--- src/sv/dbt_pkg.sv ---
// Shared types, constants and helpers of the debounced tachometer.
// Used by dbt_debounce, dbt_rate and debounced_tachometer_unit; no dependencies.
`default_nettype none

package dbt_pkg;

   localparam int CSR_WIDTH             = 32;
   localparam int CSR_INDEX_WIDTH       = 1;
   localparam int DEFAULT_FINS_PER_REV  = 8;
   localparam int DEFAULT_COUNT_WIDTH   = 16;
   localparam int DEFAULT_TIMER_WIDTH   = 32;
   localparam int RPM_WIDTH             = 19;
   localparam int SEC_PER_MIN           = 60;

   localparam logic [RPM_WIDTH-1:0] RPM_MAX = '1;

   localparam logic [CSR_WIDTH-1:0] DEBOUNCE_RESET = 32'd20000;
   localparam logic [CSR_WIDTH-1:0] REFRESH_RESET  = 32'd1000000;

   // Register indexes of the configuration port.
   localparam logic [CSR_INDEX_WIDTH-1:0] CSR_DEBOUNCE = 1'b0;
   localparam logic [CSR_INDEX_WIDTH-1:0] CSR_REFRESH  = 1'b1;

   // Phase codes as seen on the result channel.
   localparam logic [1:0] CODE_UP      = 2'd0;
   localparam logic [1:0] CODE_FALLING = 2'd1;
   localparam logic [1:0] CODE_DOWN    = 2'd2;
   localparam logic [1:0] CODE_RISING  = 2'd3;

   typedef enum logic [3:0] {
      PH_UP      = 4'b0001,
      PH_FALLING = 4'b0010,
      PH_DOWN    = 4'b0100,
      PH_RISING  = 4'b1000
   } phase_type;

   typedef struct packed {
      logic       stable_level;
      logic [1:0] phase_code;
      logic       blade;
   } debounce_status_type;

   typedef struct packed {
      logic [RPM_WIDTH-1:0] rpm;
      logic                 updated;
   } rate_status_type;

   typedef struct packed {
      logic                 stable_level;
      logic [1:0]           debounce_phase;
      logic [RPM_WIDTH-1:0] rpm;
      logic                 rpm_updated;
   } result_type;

   function automatic logic [1:0] phase_code(input phase_type p);
      logic [1:0] code;
      unique case (p)
         PH_UP:      code = CODE_UP;
         PH_FALLING: code = CODE_FALLING;
         PH_DOWN:    code = CODE_DOWN;
         PH_RISING:  code = CODE_RISING;
         default:    code = CODE_DOWN;
      endcase
      return code;
   endfunction

endpackage

`default_nettype wire

--- src/sv/dbt_debounce.sv ---
// Four-phase level debouncer with a saturating hold timer.
// Depends on dbt_pkg for the phase type and the status struct.
`default_nettype none

module dbt_debounce import dbt_pkg::*; #(
   parameter int TIMER_WIDTH = DEFAULT_TIMER_WIDTH
) (
   input  wire logic                 clock,
   input  wire logic                 reset,
   input  wire logic                 accept,
   input  wire logic                 pin_level,
   input  wire logic [CSR_WIDTH-1:0] debounce_ticks,
   output debounce_status_type       status
);

   localparam logic [TIMER_WIDTH-1:0] TIMER_MAX = '1;

   phase_type              phase_ff, phase_in;
   logic [TIMER_WIDTH-1:0] hold_ff, hold_in;
   logic [TIMER_WIDTH-1:0] hold_inc;
   logic                   exceeded;
   logic                   blade;

   assign hold_inc = (hold_ff == TIMER_MAX) ? hold_ff : hold_ff + 1'b1;
   assign exceeded = CSR_WIDTH'(hold_inc) > debounce_ticks;

   always_comb begin
      phase_in = phase_ff;
      hold_in  = hold_ff;
      blade    = 1'b0;
      unique case (phase_ff)
         PH_UP: begin
            if (!pin_level) begin
               phase_in = PH_FALLING;
               hold_in  = '0;
            end
         end
         PH_FALLING: begin
            if (pin_level) begin
               phase_in = PH_UP;
            end else begin
               hold_in = hold_inc;
               if (exceeded) begin
                  phase_in = PH_DOWN;
               end
            end
         end
         PH_DOWN: begin
            if (pin_level) begin
               phase_in = PH_RISING;
               hold_in  = '0;
            end
         end
         PH_RISING: begin
            if (!pin_level) begin
               phase_in = PH_DOWN;
            end else begin
               hold_in = hold_inc;
               if (exceeded) begin
                  phase_in = PH_UP;
                  blade    = 1'b1;
               end
            end
         end
         default: begin
            phase_in = PH_DOWN;
         end
      endcase
   end

   always_ff @(posedge clock) begin
      if (reset) begin
         phase_ff <= PH_DOWN;
         hold_ff  <= '0;
      end else if (accept) begin
         phase_ff <= phase_in;
         hold_ff  <= hold_in;
      end
   end

   // The status reflects the phase after this item's update.
   assign status.stable_level = (phase_in == PH_UP) || (phase_in == PH_FALLING);
   assign status.phase_code   = phase_code(phase_in);
   assign status.blade        = blade;

endmodule

`default_nettype wire

--- src/sv/dbt_rate.sv ---
// Blade counter, measurement window and rpm computation.
// Depends on dbt_pkg; the rpm quotient is built up blade by blade.
`default_nettype none

module dbt_rate import dbt_pkg::*; #(
   parameter int FINS_PER_REV = DEFAULT_FINS_PER_REV,
   parameter int COUNT_WIDTH  = DEFAULT_COUNT_WIDTH,
   parameter int TIMER_WIDTH  = DEFAULT_TIMER_WIDTH
) (
   input  wire logic                 clock,
   input  wire logic                 reset,
   input  wire logic                 accept,
   input  wire logic                 blade,
   input  wire logic [CSR_WIDTH-1:0] refresh_ticks,
   output rate_status_type           status
);

   // Each blade adds 60/FINS_PER_REV to the quotient and the remainder of that
   // division to a running remainder, so the quotient always equals
   // floor(count * 60 / FINS_PER_REV) without a divider.
   localparam int QUOT_STEP = SEC_PER_MIN / FINS_PER_REV;
   localparam int REM_STEP  = SEC_PER_MIN % FINS_PER_REV;
   localparam int REM_WIDTH = $clog2(2 * FINS_PER_REV);

   localparam logic [COUNT_WIDTH-1:0] COUNT_MAX = '1;
   localparam logic [TIMER_WIDTH-1:0] TIMER_MAX = '1;

   logic [COUNT_WIDTH-1:0] count_ff, count_in;
   logic [RPM_WIDTH-1:0]   quot_ff, quot_in;
   logic [REM_WIDTH-1:0]   rem_ff, rem_in;
   logic [TIMER_WIDTH-1:0] window_ff, window_in;
   logic [RPM_WIDTH-1:0]   rpm_ff, rpm_in;
   logic                   counted;
   logic [REM_WIDTH-1:0]   rem_sum;
   logic                   carry;
   logic [RPM_WIDTH:0]     quot_sum;
   logic [RPM_WIDTH-1:0]   quot_next;
   logic [TIMER_WIDTH-1:0] window_inc;
   logic                   update;

   assign counted  = blade && (count_ff != COUNT_MAX);
   assign rem_sum  = rem_ff + REM_WIDTH'(REM_STEP);
   assign carry    = rem_sum >= REM_WIDTH'(FINS_PER_REV);
   assign quot_sum = {1'b0, quot_ff} + (RPM_WIDTH + 1)'(QUOT_STEP)
                     + (RPM_WIDTH + 1)'(carry);
   // The quotient only grows, so clamping it here is the same as clamping the
   // final result.
   assign quot_next = (quot_sum > {1'b0, RPM_MAX}) ? RPM_MAX : quot_sum[RPM_WIDTH-1:0];

   assign window_inc = (window_ff == TIMER_MAX) ? window_ff : window_ff + 1'b1;
   assign update     = CSR_WIDTH'(window_inc) > refresh_ticks;

   always_comb begin
      count_in  = count_ff;
      quot_in   = quot_ff;
      rem_in    = rem_ff;
      window_in = window_inc;
      rpm_in    = rpm_ff;
      if (counted) begin
         count_in = count_ff + 1'b1;
         quot_in  = quot_next;
         rem_in   = carry ? rem_sum - REM_WIDTH'(FINS_PER_REV) : rem_sum;
      end
      // A blade confirmed on this item is part of the rpm taken now.
      if (update) begin
         rpm_in    = quot_in;
         count_in  = '0;
         quot_in   = '0;
         rem_in    = '0;
         window_in = '0;
      end
   end

   always_ff @(posedge clock) begin
      if (reset) begin
         count_ff  <= '0;
         quot_ff   <= '0;
         rem_ff    <= '0;
         window_ff <= '0;
         rpm_ff    <= '0;
      end else if (accept) begin
         count_ff  <= count_in;
         quot_ff   <= quot_in;
         rem_ff    <= rem_in;
         window_ff <= window_in;
         rpm_ff    <= rpm_in;
      end
   end

   assign status.rpm     = rpm_in;
   assign status.updated = update;

   window_clears_on_update: assert property (
      @(posedge clock) disable iff (reset)
      accept && update |=> window_ff == '0 && count_ff == '0 && quot_ff == '0
   ) else $error("window state not cleared after an rpm update");

   blade_counts_once: assert property (
      @(posedge clock) disable iff (reset)
      accept && !update && blade && count_ff != COUNT_MAX
      |=> count_ff == COUNT_WIDTH'($past(count_ff) + 1'b1)
   ) else $error("confirmed blade not counted exactly once");

   remainder_below_divisor: assert property (
      @(posedge clock) disable iff (reset)
      rem_ff < REM_WIDTH'(FINS_PER_REV)
   ) else $error("running remainder reached the fin count");

endmodule

`default_nettype wire

--- src/sv/debounced_tachometer_unit.sv ---
// Debounced tachometer top level: config registers, debouncer, rate unit, output skid.
// Results are registered in the result register, or in the skid while it is stalled.
// Throughput: one item per cycle while the skid is empty; the per-item update is one
// pass through the phase logic and the counter adders between the state registers.
// A two-entry output stage (result register plus skid) lets items keep coming while
// one result waits. Reset is synchronous; it clears all but the result and skid data.
`default_nettype none

module debounced_tachometer_unit import dbt_pkg::*; #(
   parameter int FINS_PER_REV = DEFAULT_FINS_PER_REV,
   parameter int COUNT_WIDTH  = DEFAULT_COUNT_WIDTH,
   parameter int TIMER_WIDTH  = DEFAULT_TIMER_WIDTH
) (
   input  wire logic                       clock,
   input  wire logic                       reset,
   input  wire logic                       req_valid,
   output logic                            req_stall,
   input  wire logic                       req_pin_level,
   output logic                            rsp_valid,
   input  wire logic                       rsp_stall,
   output logic                            rsp_stable_level,
   output logic [1:0]                      rsp_debounce_phase,
   output logic [RPM_WIDTH-1:0]            rsp_rpm,
   output logic                            rsp_rpm_updated,
   input  wire logic                       csr_write_enable,
   input  wire logic [CSR_INDEX_WIDTH-1:0] csr_index,
   input  wire logic [CSR_WIDTH-1:0]       csr_write_data
);

   logic [CSR_WIDTH-1:0] debounce_ticks_ff;
   logic [CSR_WIDTH-1:0] refresh_ticks_ff;
   debounce_status_type  deb_status;
   rate_status_type      rate_status;
   result_type           result;
   result_type           rsp_ff, skid_ff;
   logic                 rsp_valid_ff, skid_valid_ff;
   logic                 accept;
   logic                 take;

   always_ff @(posedge clock) begin
      if (reset) begin
         debounce_ticks_ff <= DEBOUNCE_RESET;
         refresh_ticks_ff  <= REFRESH_RESET;
      end else if (csr_write_enable) begin
         unique case (csr_index)
            CSR_DEBOUNCE: debounce_ticks_ff <= csr_write_data;
            CSR_REFRESH:  refresh_ticks_ff  <= csr_write_data;
         endcase
      end
   end

   assign req_stall = skid_valid_ff;
   assign accept    = req_valid && !req_stall;
   assign take      = rsp_valid_ff && !rsp_stall;

   dbt_debounce #(
      .TIMER_WIDTH(TIMER_WIDTH)
   ) u_debounce (
      .clock         (clock),
      .reset         (reset),
      .accept        (accept),
      .pin_level     (req_pin_level),
      .debounce_ticks(debounce_ticks_ff),
      .status        (deb_status)
   );

   dbt_rate #(
      .FINS_PER_REV(FINS_PER_REV),
      .COUNT_WIDTH (COUNT_WIDTH),
      .TIMER_WIDTH (TIMER_WIDTH)
   ) u_rate (
      .clock        (clock),
      .reset        (reset),
      .accept       (accept),
      .blade        (deb_status.blade),
      .refresh_ticks(refresh_ticks_ff),
      .status       (rate_status)
   );

   assign result.stable_level   = deb_status.stable_level;
   assign result.debounce_phase = deb_status.phase_code;
   assign result.rpm            = rate_status.rpm;
   assign result.rpm_updated    = rate_status.updated;

   // While the skid holds an item no new item is accepted, so the skid only
   // ever drains into the result register.
   always_ff @(posedge clock) begin
      if (reset) begin
         rsp_valid_ff  <= 1'b0;
         skid_valid_ff <= 1'b0;
      end else if (skid_valid_ff) begin
         if (take) begin
            skid_valid_ff <= 1'b0;
         end
      end else if (accept) begin
         if (!rsp_valid_ff || take) begin
            rsp_valid_ff <= 1'b1;
         end else begin
            skid_valid_ff <= 1'b1;
         end
      end else if (take) begin
         rsp_valid_ff <= 1'b0;
      end
   end

   always_ff @(posedge clock) begin
      if (skid_valid_ff) begin
         if (take) begin
            rsp_ff <= skid_ff;
         end
      end else if (accept) begin
         if (!rsp_valid_ff || take) begin
            rsp_ff <= result;
         end else begin
            skid_ff <= result;
         end
      end
   end

   assign rsp_valid          = rsp_valid_ff;
   assign rsp_stable_level   = rsp_ff.stable_level;
   assign rsp_debounce_phase = rsp_ff.debounce_phase;
   assign rsp_rpm            = rsp_ff.rpm;
   assign rsp_rpm_updated    = rsp_ff.rpm_updated;

   skid_behind_result: assert property (
      @(posedge clock) disable iff (reset)
      skid_valid_ff |-> rsp_valid_ff
   ) else $error("skid holds an item while the result register is empty");

   stalled_item_goes_to_skid: assert property (
      @(posedge clock) disable iff (reset)
      accept && rsp_valid_ff && rsp_stall |=> skid_valid_ff && rsp_valid_ff
   ) else $error("item accepted behind a stalled result was lost");

   drained_skid_refills_result: assert property (
      @(posedge clock) disable iff (reset)
      skid_valid_ff && take |=> rsp_valid_ff && !skid_valid_ff
   ) else $error("skid item not moved to the result register");

endmodule

`default_nettype wire
--- config.mk ---
export PLATFORM = sky130hd
export DESIGN_NAME = debounced_tachometer_unit
export DESIGN_NICKNAME = d
export VERILOG_FILES = /design/src/sv/dbt_pkg.sv /design/src/sv/dbt_debounce.sv /design/src/sv/dbt_rate.sv /design/src/sv/debounced_tachometer_unit.sv
export SDC_FILE = /design/constraint.sdc
export NUM_CORES = 1
export LEC_CHECK = 0
export ABC_AREA = 1
export BUFFER_PORTS_ARGS = -buffer_cell sky130_fd_sc_hd__clkbuf_2
export CORE_ASPECT_RATIO = 0.75
export CORE_MARGIN = 2
export CORE_UTILIZATION = 65
export CTS_BUF_LIST = sky130_fd_sc_hd__clkbuf_4 sky130_fd_sc_hd__clkbuf_8
export DETAILED_ROUTE_END_ITERATION = 8
export GPL_TIMING_DRIVEN = 0
export PLACE_DENSITY_LB_ADDON = 0.12
export SYNTH_ARGS = -nofsm -noshare
export SYNTH_HDL_FRONTEND = slang
export SYNTH_HIERARCHICAL = 1
export SYNTH_SLANG_ARGS = --single-unit
--- constraint.sdc ---
create_clock -name clock -period 6 [get_ports clock]
set_input_delay 0.3 -clock clock [delete_from_list [all_inputs] [get_ports clock]]
set_output_delay 0.3 -clock clock [all_outputs]
set_load 0.1 [all_outputs]
==> qor_table.md <==
| Group | Metric | This run |
|:---|:---|:---|
| sta | Worst setup slack after layout | 1.29 ns |
| sta | Hold_ws | 0.00748 ns |
| power and ir drop | Power density over cell area | 236 nW/um2 |
| yosys | Combinational family with the most area after synthesis | simple AND/OR/NAND/NOR gates |
| sta | Transition time at the pin with the least slew margin | 0.841 ns |
| power and ir drop | Sw power | 1020 uW |
| detailed routing | Initial DRT Pass Iterations | 6 |
| worst setup path | Data required, critical path | 6.28 ns |
| yosys | Top-area cell type share of the netlist area | 27.5% |
| yosys | Mapped Avg Cell Area | 7.00 um2 |
| die | FP Rows | 46 |
| detailed routing | Antenna Violating Nets Remaining | 0 |
| worst setup path | Top cell by count, worst path | sky130_fd_sc_hd__nand2_1 |
| sta | Final worst path period share | 78.5% |
| detailed routing | Number of remaining DRC errors | 0 |
| power and ir drop | Internal power | 2610 uW |
| detailed routing | First-iteration detailed-routing DRC count | 1464 |
| die | Core Box Area | 21000 um2 |
| detailed routing | Total wirelength of the detailed-routed design | 37.3 mm |
| clock tree | CTS sink cnt | 236 |
| yosys | Number of nets produced by synthesis | 2086 |
| die | Die W | 173 um |
| run status | Outcome | finished, final reports clean |
| final layout | Layout cells sized above 1 | 12.5% |
| clock tree | Root Buffer Master | sky130_fd_sc_hd__clkbuf_8 |
| final layout | Area growth, synth to finish | 11.1% |
| yosys | Xor and xnor area share after synthesis | 4.68% |
| clock tree | Count of instances resized after the clock tree is built | 0 |
| clock tree | TritonCTS clock tree | built |
| sta | Worst clock skew on the final layout | 0.0224 ns |
| placement | Detail Placement HPWL | 28.4 mm |
| placement | Post-Place Worst Slack | 1.44 ns |
| final layout | Number of fill cells | 1725 |
| worst setup path | Cell family with the largest share of critical-path delay | simple AND/OR/NAND/NOR gates |
| clock tree | Clock insertion delay at the later pin of the skew report | 0.54 ns |
| clock tree | Number of levels the H-tree was split into | 2 |
| sta | Number of max-slew violations in the final report | 0 |
| sta | RSZ-0062 raised after global routing | false |
| worst setup path | Crit-path max cell delay | 0.41 ns |
| global routing | Pin count of the biggest net entering global routing | 24 |
| global routing | Global-route wire length before repair | 58.9 mm |
| final layout | Sequential Area | 5180 um2 |
| yosys | Number of flops mapped to enable cells by yosys | 46 |
| sta | Min Tclk post-route | 4.71 ns |
| sta | Final Hold Vio Count | 0 |
| power and ir drop | Worst IR drop on VDD | 0.212 mV |
| yosys | Summed instance area of the synthesized netlist | 13900 um2 |
| flow run | MaxCap Viol Count | 0 |
| final layout | Layout Nets | 2196 |
| global routing | Antenna violations before repair | 1 |
| yosys | Number of different library cells in the post-synthesis netlist | 44 |
| detailed routing | Vias post-DR | 13234 |
| power and ir drop | Sw Ratio | 28.1% |
| yosys | Area leader, netlist | sky130_fd_sc_hd__dfxtp_1 |
| worst setup path | Crit path buffers/inverters | 8 |
| yosys | Number of storage elements in the synthesis netlist | 236 |
| global routing | GR Util All Layers | 32.4% |
| worst setup path | Type of the setup path with the least slack | reg -> reg |
| final layout | Most common library cell in the layout ignoring fill and taps | sky130_fd_sc_hd__nand2_1 |
| global routing | Via count of the first global-routing pass | 11843 |
| final layout | Area taken by multi-input logic gates | 7360 um2 |
| clock tree | Largest buffer count on any clock path | 3 |
| placement | Placement-stage cell area | 14600 um2 |
| sta | Fmax | 212 MHz |
| yosys | Cell count after synthesis | 1978 |
| placement | # port buffers | 63 |
| yosys | Number of warnings reported in the yosys synthesis log | 6 |
| yosys | Top area cells in the synthesized netlist | sky130_fd_sc_hd__dfxtp_1 27%, sky130_fd_sc_hd__nand2_1 15%, sky130_fd_sc_hd__edfxtp_1 10%, sky130_fd_sc_hd__nor2_1 7.1%, sky130_fd_sc_hd__ha_1 6.2% |
| yosys | Fraction of the yosys area taken by sequential cells | 37.4% |
| final layout | Post-route standard cell area excluding fillers | 15400 um2 |
| yosys | Post-synthesis compound-gate area fraction | 8.52% |
| yosys | Post-synthesis share of cell area spent on and, or, nand and nor gates | 33.7% |
| hold path | Worst min path class | in -> reg |
| power and ir drop | Sequential power share | 47.3% |
| sta | Setup-failing EPs final | 0 |
| power and ir drop | Leakage power total | 0.00698 uW |
| yosys | Adder-cell area share of the yosys netlist | 6.23% |
| die | Starting Density | 66.0% |
| sta | Final sum of negative setup slack | 0 ns |
| clock tree | Post-CTS Setup Repair Bufs | 0 |
| detailed routing | Routed len/inst | 15.5 um |
| detailed routing | Number of vias per cell after detailed routing | 5.51 |
| clock tree | CTS buffer count | 39 |
| worst setup path | Arrival time of data at the critical path endpoint | 4.99 ns |
| yosys | Multiplexer area fraction after synthesis | 0% |
| clock tree | Clock-pin slew on the worst setup and hold paths | 0.06 ns |
| power and ir drop | Gate power share | 12.5% |
| power and ir drop | Clock share of power | 40.2% |
| worst setup path | Slowest cell on the critical path | sky130_fd_sc_hd__dfxtp_1 |
| clock tree | Hold-fix buffers at CTS | 5 |
| final layout | Highest-count cells in the layout ignoring fill and taps | 546 x sky130_fd_sc_hd__nand2_1, 261 x sky130_fd_sc_hd__nor2_1, 203 x sky130_fd_sc_hd__inv_1, 190 x sky130_fd_sc_hd__dfxtp_1, 133 x sky130_fd_sc_hd__nand3_1 |
| final layout | Core occupancy in the finished layout | 73.3% |
| yosys | Async set-or-reset flop fraction in the synthesized netlist | 0% |
| worst setup path | Largest fanout on the critical path | 10 |
| die | Total die area | 22500 um2 |
| die | Count of pins on the block boundary | 64 |
| global routing | Total congestion overflow | 0 |
| worst setup path | Type of element capturing the critical path | register |
| sta | Max-slew headroom | 43.9% |
| worst setup path | Critical Path Source Type | register |
| yosys | Dominant register cell in the synthesized netlist | sky130_fd_sc_hd__dfxtp_1 |
| die | Die span in y | 130 um |
| placement | Routability Congestion | 0.967 |
[final timing paths]
| path | from | endpoint | slack [ns] | cells after the start |
|---|---|---|---|---|
| hold reg to reg | u_rate/rem_ff[3]$_SDFFE_PP0P_ | u_rate/rem_ff[3]$_SDFFE_PP0P_ | 0.46 | 2 |
| setup / recovery | u_debounce/hold_ff[0]$_SDFFE_PP0P_ | rsp_rpm[18]$_DFFE_PP_ | 1.29 | 32 |
| setup reg to reg | u_debounce/hold_ff[0]$_SDFFE_PP0P_ | rsp_rpm[18]$_DFFE_PP_ | 1.29 | 32 |
| hold / removal | csr_write_data[16] | refresh_ticks_ff[16]$_SDFFE_PP1P_ | 0.007 | 3 |
[routing by layer]
metal	vias to the layer above	share of wire [%]	routed length, um	global-route usage [%]
met2	592	42	15600	49.6
met4	0	1.9	707	8.25
li1	6571	-	-	-
met5	-	0	0	0
met3	72	9.8	3640	6.22
met1	5999	47	17400	47.3
[power by group through the flow]
| stage | Sequential (uW) | Clock (uW) | Combinational [uW] |
|---|---|---|---|
| 2_1_floorplan | 1850 | 0 | 222 |
| 3_3_place_gp | 1750 | 0 | 429 |
| 3_5_place_dp | 1750 | 0 | 442 |
| 4_1_cts | 1710 | 1480 | 447 |
| 5_1_grt | 1720 | 1530 | 495 |
| 6_report | 1710 | 1460 | 453 |
[state kept, by name, indices dropped and copies added, names as in the netlist, 2 cells and up]
name and count:
debounce_ticks_ff 32, u_debounce/hold_ff 32, u_rate/window_ff 32, u_debounce/phase_ff 4, rsp_rpm 19, rsp_debounce_phase 2
u_rate/count_ff 16, u_rate/rem_ff 2, u_rate/rpm_ff 19, skid_ff 23, refresh_ticks_ff 32, u_rate/quot_ff 19
[worst reg2reg max path, delay by kind of cell, from the launching register on]
kind | cells | cell delay [ns]
AND/OR/NAND/NOR | 19 | 1.97
flip-flops | 1 | 0.41
adder cells (fa/ha/maj) | 2 | 0.51
buffers and inverters | 8 | 0.89
AO/OA/AOI/OAI | 3 | 0.67
[synth_stat cells, types with 21 or more instances]
library cell and n:
sky130_fd_sc_hd__ha_1 69, sky130_fd_sc_hd__nand2_2 21, sky130_fd_sc_hd__a21oi_1 112, sky130_fd_sc_hd__nor3_1 37, sky130_fd_sc_hd__inv_1 203, sky130_fd_sc_hd__nand4_1 45
sky130_fd_sc_hd__edfxtp_1 46, sky130_fd_sc_hd__nor2_1 261, sky130_fd_sc_hd__dfxtp_1 190, sky130_fd_sc_hd__clkbuf_1 28, sky130_fd_sc_hd__o21ai_0 65, sky130_fd_sc_hd__xor2_1 55
sky130_fd_sc_hd__nand3_1 133, sky130_fd_sc_hd__buf_2 30, sky130_fd_sc_hd__nand2_1 546
[cells by family after synthesis]
group / Yosys count
xor gates and xnor gates: 74
buffers and inverters: 301
and+or+nand+nor: 1082
AOI/OAI and AO/OA: 216
adders and majority gates: 69
DFF: 236
[per-stage QoR]
step	total power, uW	cells
2_1_floorplan	2080	1978
3_3_place_gp	2180	2329
3_5_place_dp	2190	2330
4_1_cts	3640	2402
5_1_grt	3750	2402
6_report	3630	2403
[final cells by class]
type	instances	area share (%)
Tap cell	288	2.34
Clock inverter	4	0.195
Antenna cell	1	0.0162
Multi-Input combinational cell	1441	47.8
Clock buffer	63	4.98
Timing Repair Buffer	69	2.47
Buffer	87	3.31
Sequential cell	236	33.7
Inverter	214	5.22
Power figures use the tool's default switching activity.
